<file path="src/rtl/core/lqt_pkg.sv">
// Shared types, constants and element conversion functions for the linear queue block.
// Depends on nothing; imported by lqt_seq and linear_queue_with_traversal.
`default_nettype none

package lqt_pkg;

   localparam int DEPTH      = 64;
   localparam int DATA_WIDTH = 32;
   localparam int IDX_W      = $clog2(DEPTH);
   localparam int CNT_W      = $clog2(DEPTH + 1);
   localparam int CAP_W      = 7;
   localparam int CMD_W      = 2;
   localparam int ST_W       = 2;
   localparam int ELEM_W     = 32;

   typedef enum logic [CMD_W-1:0] {
      CMD_ENQ = 2'd0,
      CMD_DEQ = 2'd1,
      CMD_FWD = 2'd2,
      CMD_REV = 2'd3
   } cmd_type;

   typedef enum logic [ST_W-1:0] {
      ST_OK    = 2'd0,
      ST_FULL  = 2'd1,
      ST_EMPTY = 2'd2
   } status_type;

   // one result item in flight between the read issue and the output queue
   typedef struct packed {
      logic       valid;
      status_type status;
      logic       last;
      logic       use_ram;
   } stage_type;

   // output queue state seen by the sequencer
   typedef struct packed {
      logic [1:0] occ;
      logic       pop;
   } oq_stat_type;

   function automatic logic [DATA_WIDTH-1:0] to_store(input logic [ELEM_W-1:0] din);
      logic [63:0] wide;
      wide = 64'($signed(din));
      return wide[DATA_WIDTH-1:0];
   endfunction

   function automatic logic [ELEM_W-1:0] to_output(input logic [DATA_WIDTH-1:0] stored);
      logic [63:0] wide;
      wide = 64'($signed(stored));
      return wide[ELEM_W-1:0];
   endfunction

endpackage

`default_nettype wire

</file>
<file path="src/rtl/core/lqt_ram.sv">
// Generic single-port-write, single-port-read RAM with registered read data.
// Stand-alone; used for the slot store.
`default_nettype none

module lqt_ram #(
   parameter int WIDTH = 32,
   parameter int DEPTH = 64
) (
   input  wire logic                     clock,
   input  wire logic                     wr_en,
   input  wire logic [$clog2(DEPTH)-1:0] wr_addr,
   input  wire logic [WIDTH-1:0]         wr_data,
   input  wire logic                     rd_en,
   input  wire logic [$clog2(DEPTH)-1:0] rd_addr,
   output logic      [WIDTH-1:0]         rd_data
);

   logic [WIDTH-1:0] mem_ff [DEPTH];
   logic [WIDTH-1:0] rd_data_ff;

   always_ff @(posedge clock) begin
      if (wr_en) begin
         mem_ff[wr_addr] <= wr_data;
      end
      if (rd_en) begin
         rd_data_ff <= mem_ff[rd_addr];
      end
   end

   assign rd_data = rd_data_ff;

endmodule

`default_nettype wire

</file>
<file path="src/rtl/core/lqt_seq.sv">
// Command sequencer: head and fill pointers, capacity register, slot store access
// and traversal stepping. Depends on lqt_pkg.
`default_nettype none

module lqt_seq
   import lqt_pkg::*;
(
   input  wire logic                  clock,
   input  wire logic                  reset,
   input  wire logic                  req_valid,
   output logic                       req_ready,
   input  wire logic [CMD_W-1:0]      req_command,
   input  wire logic [ELEM_W-1:0]     req_data_value,
   input  wire logic                  csr_valid,
   input  wire logic [CAP_W-1:0]      csr_capacity,
   input  wire oq_stat_type           oq_stat,
   output logic                       wr_en,
   output logic [IDX_W-1:0]           wr_addr,
   output logic [DATA_WIDTH-1:0]      wr_data,
   output logic                       rd_en,
   output logic [IDX_W-1:0]           rd_addr,
   output stage_type                  stage
);

   typedef enum logic {
      S_IDLE,
      S_TRAV
   } state_type;

   state_type        state_ff, state_in;
   logic [CNT_W-1:0] head_ff, head_in;
   logic [CNT_W-1:0] wc_ff, wc_in;
   logic [CAP_W-1:0] cap_ff;
   logic [IDX_W-1:0] cur_ff, cur_in;
   logic [CNT_W-1:0] rem_ff, rem_in;
   logic             dir_ff, dir_in;
   stage_type        stage_ff, stage_in;

   logic [2:0]       load;
   logic             room;
   logic             accept;
   logic             empty;
   logic             full;
   logic [CAP_W-1:0] eff_cap;
   logic [CNT_W-1:0] count;
   logic [IDX_W-1:0] first_idx;
   cmd_type          cmd;

   assign load   = 3'(oq_stat.occ) + 3'(stage_ff.valid) - 3'(oq_stat.pop);
   assign room   = load < 3'd2;
   assign cmd    = cmd_type'(req_command);
   assign accept = req_valid && req_ready;
   assign empty  = head_ff >= wc_ff;
   assign count  = wc_ff - head_ff;

   always_comb begin
      if (cap_ff == '0) begin
         eff_cap = CAP_W'(1);
      end else if (cap_ff > CAP_W'(DEPTH)) begin
         eff_cap = CAP_W'(DEPTH);
      end else begin
         eff_cap = cap_ff;
      end
   end

   assign full = CAP_W'(wc_ff) >= eff_cap;

   always_comb begin
      req_ready = (state_ff == S_IDLE) && room;
      state_in  = state_ff;
      head_in   = head_ff;
      wc_in     = wc_ff;
      cur_in    = cur_ff;
      rem_in    = rem_ff;
      dir_in    = dir_ff;
      stage_in  = '0;
      wr_en     = 1'b0;
      wr_addr   = wc_ff[IDX_W-1:0];
      wr_data   = to_store(req_data_value);
      rd_en     = 1'b0;
      rd_addr   = cur_ff;
      first_idx = (cmd == CMD_FWD) ? head_ff[IDX_W-1:0] : IDX_W'(wc_ff - CNT_W'(1));

      case (state_ff)
         S_IDLE: begin
            if (accept) begin
               stage_in.valid = 1'b1;
               stage_in.last  = 1'b1;
               stage_in.status = ST_OK;
               case (cmd)
                  CMD_ENQ: begin
                     if (full) begin
                        stage_in.status = ST_FULL;
                     end else begin
                        wr_en = 1'b1;
                        wc_in = wc_ff + CNT_W'(1);
                     end
                  end
                  CMD_DEQ: begin
                     if (empty) begin
                        stage_in.status = ST_EMPTY;
                     end else begin
                        rd_en            = 1'b1;
                        rd_addr          = head_ff[IDX_W-1:0];
                        head_in          = head_ff + CNT_W'(1);
                        stage_in.use_ram = 1'b1;
                     end
                  end
                  default: begin
                     if (empty) begin
                        stage_in.status = ST_EMPTY;
                     end else begin
                        rd_en            = 1'b1;
                        rd_addr          = first_idx;
                        stage_in.use_ram = 1'b1;
                        if (count != CNT_W'(1)) begin
                           stage_in.last = 1'b0;
                           state_in      = S_TRAV;
                           dir_in        = (cmd == CMD_FWD);
                           cur_in        = (cmd == CMD_FWD) ? first_idx + IDX_W'(1)
                                                            : first_idx - IDX_W'(1);
                           rem_in        = count - CNT_W'(1);
                        end
                     end
                  end
               endcase
            end
         end
         S_TRAV: begin
            if (room) begin
               rd_en            = 1'b1;
               stage_in.valid   = 1'b1;
               stage_in.status  = ST_OK;
               stage_in.use_ram = 1'b1;
               stage_in.last    = (rem_ff == CNT_W'(1));
               rem_in           = rem_ff - CNT_W'(1);
               cur_in           = dir_ff ? cur_ff + IDX_W'(1) : cur_ff - IDX_W'(1);
               if (rem_ff == CNT_W'(1)) begin
                  state_in = S_IDLE;
               end
            end
         end
         default: begin
            state_in = S_IDLE;
         end
      endcase
   end

   always_ff @(posedge clock) begin
      if (reset) begin
         state_ff <= S_IDLE;
         head_ff  <= '0;
         wc_ff    <= '0;
         cap_ff   <= CAP_W'(64);
         stage_ff <= '0;
         cur_ff   <= '0;
         rem_ff   <= '0;
         dir_ff   <= 1'b0;
      end else begin
         state_ff <= state_in;
         head_ff  <= head_in;
         wc_ff    <= wc_in;
         stage_ff <= stage_in;
         cur_ff   <= cur_in;
         rem_ff   <= rem_in;
         dir_ff   <= dir_in;
         if (csr_valid) begin
            cap_ff <= csr_capacity;
         end
      end
   end

   assign stage = stage_ff;

endmodule

`default_nettype wire

</file>
<file path="src/rtl/core/linear_queue_with_traversal.sv">
// Top level of the array-backed linear queue with head/tail traversal.
// Depends on lqt_pkg, lqt_seq and lqt_ram.
//
// Usage:
//   req channel  : command and data_value; one item per accepted handshake.
//   rsp channel  : status, element_value and last_of_run; one or more items
//                  per request, last_of_run marks the final one.
//   csr channel  : capacity write, always ready; write only while idle.
// Path: a result is registered with the slot store read, then held in the
//   output queue, which drives rsp.
// Throughput: one enqueue or dequeue per cycle while the output queue has
//   room; a traversal reads one held element per cycle while there is room,
//   set by the slot store's single read port. Empty traversals give one item.
// Reset: head and fill pointers clear, capacity returns to 64; the slot store
//   keeps no reset value and is only read where written.
// Stall: a two-entry output queue holds results; reads are issued only when
//   a place is free, so a stalled receiver holds the traversal and the req
//   channel without losing an item.
`default_nettype none

module linear_queue_with_traversal
   import lqt_pkg::*;
(
   input  wire logic              clock,
   input  wire logic              reset,
   input  wire logic              req_valid,
   output logic                   req_ready,
   input  wire logic [CMD_W-1:0]  req_command,
   input  wire logic [ELEM_W-1:0] req_data_value,
   output logic                   rsp_valid,
   input  wire logic              rsp_ready,
   output logic [ST_W-1:0]        rsp_status,
   output logic [ELEM_W-1:0]      rsp_element_value,
   output logic                   rsp_last_of_run,
   input  wire logic              csr_valid,
   output logic                   csr_ready,
   input  wire logic [CAP_W-1:0]  csr_capacity
);

   oq_stat_type           oq_stat;
   stage_type             stage;
   logic                  wr_en;
   logic [IDX_W-1:0]      wr_addr;
   logic [DATA_WIDTH-1:0] wr_data;
   logic                  rd_en;
   logic [IDX_W-1:0]      rd_addr;
   logic [DATA_WIDTH-1:0] rd_data;

   logic [ST_W-1:0]       oq_status_ff [2];
   logic [ELEM_W-1:0]     oq_elem_ff   [2];
   logic                  oq_last_ff   [2];
   logic                  wr_ptr_ff, wr_ptr_in;
   logic                  rd_ptr_ff, rd_ptr_in;
   logic [1:0]            count_ff, count_in;
   logic                  push;
   logic                  pop;
   logic [ELEM_W-1:0]     push_elem;

   assign csr_ready = 1'b1;

   lqt_seq u_seq (
      .clock          (clock),
      .reset          (reset),
      .req_valid      (req_valid),
      .req_ready      (req_ready),
      .req_command    (req_command),
      .req_data_value (req_data_value),
      .csr_valid      (csr_valid),
      .csr_capacity   (csr_capacity),
      .oq_stat        (oq_stat),
      .wr_en          (wr_en),
      .wr_addr        (wr_addr),
      .wr_data        (wr_data),
      .rd_en          (rd_en),
      .rd_addr        (rd_addr),
      .stage          (stage)
   );

   lqt_ram #(
      .WIDTH (DATA_WIDTH),
      .DEPTH (DEPTH)
   ) u_slot_ram (
      .clock   (clock),
      .wr_en   (wr_en),
      .wr_addr (wr_addr),
      .wr_data (wr_data),
      .rd_en   (rd_en),
      .rd_addr (rd_addr),
      .rd_data (rd_data)
   );

   assign push      = stage.valid;
   assign pop       = rsp_valid && rsp_ready;
   assign push_elem = stage.use_ram ? to_output(rd_data) : '0;

   assign oq_stat.occ = count_ff;
   assign oq_stat.pop = pop;

   always_comb begin
      wr_ptr_in = push ? ~wr_ptr_ff : wr_ptr_ff;
      rd_ptr_in = pop  ? ~rd_ptr_ff : rd_ptr_ff;
      count_in  = count_ff + 2'(push) - 2'(pop);
   end

   always_ff @(posedge clock) begin
      if (reset) begin
         wr_ptr_ff <= 1'b0;
         rd_ptr_ff <= 1'b0;
         count_ff  <= '0;
      end else begin
         wr_ptr_ff <= wr_ptr_in;
         rd_ptr_ff <= rd_ptr_in;
         count_ff  <= count_in;
      end
   end

   always_ff @(posedge clock) begin
      if (push) begin
         oq_status_ff[wr_ptr_ff] <= stage.status;
         oq_elem_ff[wr_ptr_ff]   <= push_elem;
         oq_last_ff[wr_ptr_ff]   <= stage.last;
      end
   end

   assign rsp_valid         = count_ff != 2'd0;
   assign rsp_status        = oq_status_ff[rd_ptr_ff];
   assign rsp_element_value = oq_elem_ff[rd_ptr_ff];
   assign rsp_last_of_run   = oq_last_ff[rd_ptr_ff];

endmodule

`default_nettype wire
</file>
<file path="config.mk">
export PLATFORM = sky130hd
export DESIGN_NAME = linear_queue_with_traversal
export DESIGN_NICKNAME = d
export VERILOG_FILES = /design/src/rtl/core/lqt_pkg.sv /design/src/rtl/core/lqt_ram.sv /design/src/rtl/core/lqt_seq.sv /design/src/rtl/core/linear_queue_with_traversal.sv
export SDC_FILE = /design/constraint.sdc
export NUM_CORES = 2
export LEC_CHECK = 0
export ABC_CLOCK_PERIOD_IN_PS = 11100
export BUFFER_PORTS_ARGS = -buffer_cell sky130_fd_sc_hd__buf_2
export CORE_ASPECT_RATIO = 0.75
export CORE_MARGIN = 2
export CORE_UTILIZATION = 39
export DETAILED_ROUTE_END_ITERATION = 6
export PLACE_DENSITY = 0.56
export SLEW_MARGIN = 20
export SYNTH_ARGS = -nofsm -noshare
export SYNTH_HDL_FRONTEND = slang
export SYNTH_HIERARCHICAL = 1
export SYNTH_SLANG_ARGS = --single-unit
</file>
<file path="constraint.sdc">
create_clock -name clock -period 11.1 [get_ports clock]
set_input_delay 1.665 -clock clock [delete_from_list [all_inputs] [get_ports clock]]
set_output_delay 1.665 -clock clock [all_outputs]
set_load 0.005 [all_outputs]
</file>
Word-level counts from Yosys, hierarchy flattened
Memories as Yosys holds them, arrays and structs flattened. A register that Yosys moved wholly into a read port is not among the register bits. Index checks and enable logic that the tools add are counted.

Div/mod/pow operators: 0. Multipliers: 0. Equality and inequality tests: 9. Reduce and logical (&&, ||, !) cells: 11. Bitwise logic cells: 6. Multiplexer cells: 59. Order comparisons: 4. $add $sub $neg: 14. Shift-type cells: 0.

Operators with widths (count): 2-to-1 mux 6 bit (12); 2-to-1 mux 7 bit (7); 2-to-1 mux 32 bit (1); 2-to-1 mux 1 bit (27); case mux 6 bit (2 select lines) (2); subtractor 6 x 1 -> 6 bit, second input constant (3); adder 7 x 1 -> 7 bit, second input constant (2); greater-or-equal comparator 7 bit (2); case mux 7 bit (2 select lines) (1); subtractor 7 x 1 -> 7 bit, second input constant (2); adder 6 x 1 -> 6 bit, second input constant (2); 2-to-1 mux 5 bit (2); case mux 5 bit (2 select lines) (1); AND reduction 5 bit (2); != test 2 bit, second input constant (4); AND reduction 4 bit (2); == test 7 x 1 -> 1 bit, second input constant (1); greater-than comparator 7 bit, second input constant (1); logical NOT 7 bit (1); != test 7 x 1 -> 1 bit, second input constant (1); subtractor 7 bit (1); 2-to-1 mux 2 bit (3); NOT 1 bit (6); case mux 1 bit (2 select lines) (3); other kinds (12) (14).

Bits in registers: 45. ROM bits: 0. Memory bits (writable): 2118. Latch bits: 0. Memories: 4.

Memory list: u_slot_ram.mem_ff (depth 64, width 32, read ports 1, clocked after memory_dff 1, write ports 1, line lqt_ram.sv:18) `logic [WIDTH-1:0] mem_ff [DEPTH];`; oq_elem_ff (depth 2, width 32, read ports 1, clocked after memory_dff 1, write ports 1, line linear_queue_with_traversal.sv:50) `logic [ELEM_W-1:0] oq_elem_ff [2];`; oq_status_ff (depth 2, width 2, read ports 1, clocked after memory_dff 1, write ports 1, line linear_queue_with_traversal.sv:49) `logic [ST_W-1:0] oq_status_ff [2];`; oq_last_ff (depth 2, width 1, read ports 1, clocked after memory_dff 1, write ports 1, line linear_queue_with_traversal.sv:51) `logic oq_last_ff [2];`.

Logic depth before layout (Yosys ltp)
Depth in word-level cells: 10. Depth in mapped cells: 22.

Hierarchy
Netlist, hierarchy kept.

Modules (own cells, without submodules): lqt_ram (times used 1, seq. area each 62459.9 um^2, area an instance 78835.6 um^2, cells an instance 3324); lqt_seq (times used 1, seq. area each 820.8 um^2, area an instance 3595.9 um^2, cells an instance 452); linear_queue_with_traversal (times used 1, seq. area each 2202.1 um^2, area an instance 3113.0 um^2, cells an instance 168).

Least setup slack after synthesis
Ideal clock, no wire load.

Kind: input to register. Start point: input port rsp_ready. End point: memory u_slot_ram.mem_ff[48][0], enable pin. Setup slack: 4183 ps. Cell stages on the path: 14. Arrival: 6456 ps. Cell sequence: o21a_1 ha_1 nand2b_1 fa_1 xnor2_1 and2_1 and3_1 clkbuf_1 and2_1 o211ai_1 inv_1 nor2b_1 nand4b_1 nor3_1.

Cells in the longest elaborated chain, start to end: 9.

Ends and longest elaborated chain: from (decl) (line linear_queue_with_traversal.sv:31) `input wire logic rsp_ready,`; logical AND 1 bit (line linear_queue_with_traversal.sv:93) `assign pop = rsp_valid && rsp_ready;`; subtractor 3 x 1 -> 3 bit (line lqt_seq.sv:49) `assign load = 3'(oq_stat.occ) + 3'(stage_ff.valid) - 3'(oq_stat.pop);`; less-than comparator 3 x 2 -> 1 bit (line lqt_seq.sv:50) `assign room = load < 3'd2;`; logical AND 1 bit (line lqt_seq.sv:69) `req_ready = (state_ff == S_IDLE) && room;`; logical AND 1 bit (line lqt_seq.sv:52) `assign accept = req_valid && req_ready;`; 2-to-1 mux 1 bit (line lqt_seq.sv:86) `if (accept) begin`; 2-to-1 mux 1 bit (line lqt_seq.sv:84) `case (state_ff)`; via wr_en (line linear_queue_with_traversal.sv:42) `logic wr_en;`; 2-to-1 mux 1 bit (line lqt_ram.sv:22) `if (wr_en) begin`; 2-to-1 mux 1 bit (implied by the code) (line lqt_ram.sv:23) `mem_ff[wr_addr] <= wr_data;`; to (decl) (line lqt_ram.sv:18).

The timed path passes the listed nets, and every way through them passes these cells.

Worst setup path after layout
Start point: input port rsp_ready. End point: register u_slot_ram.rd_data_ff[20], in the netlist u_slot_ram/rd_data[20], read port of u_slot_ram.mem_ff (data pin).

Cells in the longest elaborated chain, start to end: 7. Elaborated cells between the ends (all ways): 10. Those cells by class: 1 x add/sub; 1 x order compare; 5 x mux; 3 x reduce/logical.

Ends and longest elaborated chain: logical AND 1 bit (line linear_queue_with_traversal.sv:93); via pop (line linear_queue_with_traversal.sv:56) `logic pop;`; subtractor 3 x 1 -> 3 bit (line lqt_seq.sv:49); less-than comparator 3 x 2 -> 1 bit (line lqt_seq.sv:50); logical AND 1 bit (line lqt_seq.sv:69); logical AND 1 bit (line lqt_seq.sv:52); 2-to-1 mux 6 bit (line lqt_seq.sv:86); 2-to-1 mux 6 bit (line lqt_seq.sv:84); via rd_addr[0] (line linear_queue_with_traversal.sv:46) `logic [IDX_W-1:0] rd_addr;`; to (decl) (line lqt_ram.sv:19) `logic [WIDTH-1:0] rd_data_ff;`.

The timed path passes the listed nets, and every way through them passes these cells. A chain may end at the register's enable or synchronous reset.

==> run_results.csv <==
group,metric,value,unit
finish,final_layout_size_suffix_gt1_share,27.7,%
floorplan,design.die.area,223000,µm²
setup_path,crit_arrival,7840,ps
setup_path,timing.reg2reg.setup_slack,4220,ps
sta,final-hold-violation-count,0,
finish,final_stage_net_count,4210,
drt,route.final.wire_length,235000,µm
setup_path,timing_worst_setup_path_type,"input port to register",
logic_synthesis,synth.ff_latch_count,2196,
setup_path,worstReg2RegStart,"count_ff[1]",
place,io_buffer_count,82,
global_routing,grt_pass1_vias,41100,
finish,filler_cells,18400,
clocking,post_cts_hold_buffer_count,0,
clocking,clock_tree_from_tritoncts,"done",
floorplan,core_area,217000,µm²
place,replace_congestion,0.771,
clocking,path_clk_slew,60,ps
finish,post-route-util,44.4,%
global_routing,grt_pass1_wl,325000,µm
finish,finish.instance_area,96600,µm²
logic_synthesis,edff_count_synth,2150,
sta,fin_skew,42.1,ps
sta,worst_slew_pin_slew,1240,ps
logic_synthesis,synth.avg_cell_area,21.7,µm²
drt,wl_per_cell,32.5,µm
clocking,cts.htree.levels,4,
clocking,cts_root_buf,"sky130_fd_sc_hd__clkbuf_16",
floorplan,floorplan.initialDensity,39.3,%
logic_synthesis,synth_ff_type,"sky130_fd_sc_hd__edfxtp_1",
setup_path,reg2regPathDepth,18,
floorplan,chipWidth,545,µm
setup_path,worst-path-max-fanout,41,
place,post_detailed_placement_cell_area,90100,µm²
drt,via_per_inst,5.77,
finish,most_common_cell_after_layout_fill_and_taps_aside,"sky130_fd_sc_hd__edfxtp_1",
setup_path,worstSetupEndpointType,"register",
sta,max_freq,0.137,GHz
logic_synthesis,share_of_synthesized_flip_flops_with_an_asynchronous_set_or_reset,0,%
sta,setup_tns,0,ps
clocking,worst_skew_pair.late_latency,840,ps
sta,min_period,7300,ps
clocking,numClockSinks,2196,
logic_synthesis,postSynthCellCount,3944,
power,ir_worst_vdd,0.000168,V
sta,final_max_slew_viol_count,0,
setup_path,timing.rr.end,"u_slot_ram/rd_data[20]",
global_routing,antenna_found_initial,31,
drt,drtPass1Iterations,5,
clocking,cts-buffers-inserted,204,
sta,final_min_period_over_clock_period,65.7,%
global_routing,grt_max_degree,118,
drt,final_ant_viol_nets,0,
logic_synthesis,synth_warnings,6,
finish,area_growth,12.9,%
place,detailedPlacementHpwl,128000,µm
clocking,cts.repair_timing.setup_buffer_count,0,
job,max_cap_viol_count,0,
global_routing,gr-usage-all-layers,21.0,%
power,cellLeakagePower,28.9,nW
logic_synthesis,synthesis.nets,4025,
drt,drc_errors,0,
outcome,run_status,"complete, no violations",
drt,drt-initial-drc-count,5741,
worst_hold_path,hold_path.class,"register to register",
global_routing,global_route.overflow_total,0,
setup_path,setup.worst_path.start,"rsp_ready",
sta,timing.final.setup_violations,0,
sta,slew_headroom,16.9,%
sta,rsz0062_at_grt,"false",
floorplan,io_pins,84,
setup_path,setup.worst_path.start_class,"input port",
clocking,max-clock-path-buffers,3,
setup_path,worst_setup_path_endpoint,"u_slot_ram/rd_data[20]",
drt,num_vias,41700,
sta,holdWs,440,ps
setup_path,worst_ep_required_time,11650,ps
floorplan,row_count,148,
logic_synthesis,register_area_share_after_synthesis,76.5,%
logic_synthesis,synth_cell_type_count,78,
power,power-per-cell-area,196,nW/µm²
floorplan,overall_die_height,410,µm
finish,layout.cells.most_common_list,"2150 x sky130_fd_sc_hd__edfxtp_1, 544 x sky130_fd_sc_hd__mux4_2, 208 x sky130_fd_sc_hd__clkbuf_16",
clocking,post_cts.resized_instances,0,
logic_synthesis,synth_area,85500,µm²
[sequential cells by signal (all words and copies together) (netlist names), named ones only]
signal              count
u_slot_ram/rd_data     32
u_seq/head_ff           7
u_slot_ram/mem_ff    2048
rd_ptr_ff               1
oq_elem_ff             64
u_seq/stage             5
wr_ptr_ff               1
oq_last_ff              2
u_seq/wc_ff             7
u_seq/rem_ff            7
oq_status_ff            4
u_seq/cap_ff            7
count_ff                2
u_seq/cur_ff            6
u_seq/dir_ff            1
u_seq/state_ff          1
[routing by layer]
layer	part of all wire, %	GRT usage (%)
met5	0.072	0
met4	1.8	4.36
met3	12	7.16
met2	43	29.6
met1	43	31.5
[Yosys cell counts (20+ instances only)]
master	instances	area [µm²]
sky130_fd_sc_hd__dfxtp_1	46	921
sky130_fd_sc_hd__nor2_1	181	679
sky130_fd_sc_hd__a21oi_1	95	475
sky130_fd_sc_hd__buf_4	65	488
sky130_fd_sc_hd__ha_1	31	388
sky130_fd_sc_hd__nand2_1	58	218
sky130_fd_sc_hd__buf_2	59	295
sky130_fd_sc_hd__and2_1	37	231
sky130_fd_sc_hd__buf_1	24	90.1
sky130_fd_sc_hd__mux2i_1	107	1070
sky130_fd_sc_hd__o221ai_1	27	236
sky130_fd_sc_hd__nor2b_1	20	125
sky130_fd_sc_hd__o22ai_1	85	532
sky130_fd_sc_hd__clkbuf_1	87	327
sky130_fd_sc_hd__mux4_2	544	12300
sky130_fd_sc_hd__edfxtp_1	2150	64600
sky130_fd_sc_hd__inv_1	28	105
sky130_fd_sc_hd__mux2_4	30	450
[where the power goes]
group	total, mW	internal [mW]	switching, mW
clock network	6.93	3.85	3.08
logic	2.67	1.11	1.56
registers	9.29	9.22	0.0673
total	18.9	14.2	4.71
[worst max-delay path: stages]
cell and delay [ps]:
sky130_fd_sc_hd__buf_2 100, sky130_fd_sc_hd__o21a_1 140, sky130_fd_sc_hd__ha_1 300, sky130_fd_sc_hd__nand2b_1 160
sky130_fd_sc_hd__fa_1 410, sky130_fd_sc_hd__xnor2_1 210, sky130_fd_sc_hd__and2_1 250, sky130_fd_sc_hd__and3_1 300
sky130_fd_sc_hd__o21ai_0 180, sky130_fd_sc_hd__nor2_1 580, sky130_fd_sc_hd__nor2_1 170, sky130_fd_sc_hd__a21oi_4 240
sky130_fd_sc_hd__buf_4 370, sky130_fd_sc_hd__buf_4 740, sky130_fd_sc_hd__mux4_2 590, sky130_fd_sc_hd__mux2i_1 310
sky130_fd_sc_hd__nor2_1 110, sky130_fd_sc_hd__a311oi_1 850, sky130_fd_sc_hd__nor3_1 100
[cells by family after synthesis]
kind of cell	share of synthesized area [%]
other	0.00438
adder cells (fa/ha/maj)	0.547
AND/OR/NAND/NOR	2.28
AO/OA/AOI/OAI	2.44
multiplexers	16.2
flip-flops	76.5
buffers and inverters	1.67
XOR/XNOR	0.282
[per-stage QoR]
step | std cells | worst slack, ps | power [mW]
2_1_floorplan | 3944 | 4180 | 11.2
6_report | 7220 | 3800 | 18.9
5_1_grt | 7218 | 3450 | 19.5
3_5_place_dp | 6848 | 2900 | 12.1
4_1_cts | 7218 | 3780 | 19.0
3_3_place_gp | 6848 | 2780 | 12.1
[cell type report]
cell class                 instances  area (µm²)  area share (%)
multi-input combinational       1473       19200            19.9
clock buffer                     249        5360            5.55
timing repair buffer             224        1600            1.66
antenna                            2        5.00         0.00518
sequential                      2196       65500            67.8
inverter                          30         113           0.117
clock inverter                   121        1160            1.20
tap                             2925        3660            3.79
[worst min path at each step]
stage / to / depth (start not counted) / from
final: oq_status_ff[0][1] / 0 / u_seq/stage[3]
after global routing: oq_status_ff[0][1] / 0 / u_seq/stage[3]
after CTS: oq_status_ff[0][1] / 0 / u_seq/stage[3]
after detailed placement: oq_status_ff[0][1] / 0 / u_seq/stage[3]
after global placement: oq_status_ff[1][1] / 0 / u_seq/stage[3]
after floorplan: oq_last_ff[0] / 0 / u_seq/stage[1]
Note: power is estimated with default switching activity, not from simulation.
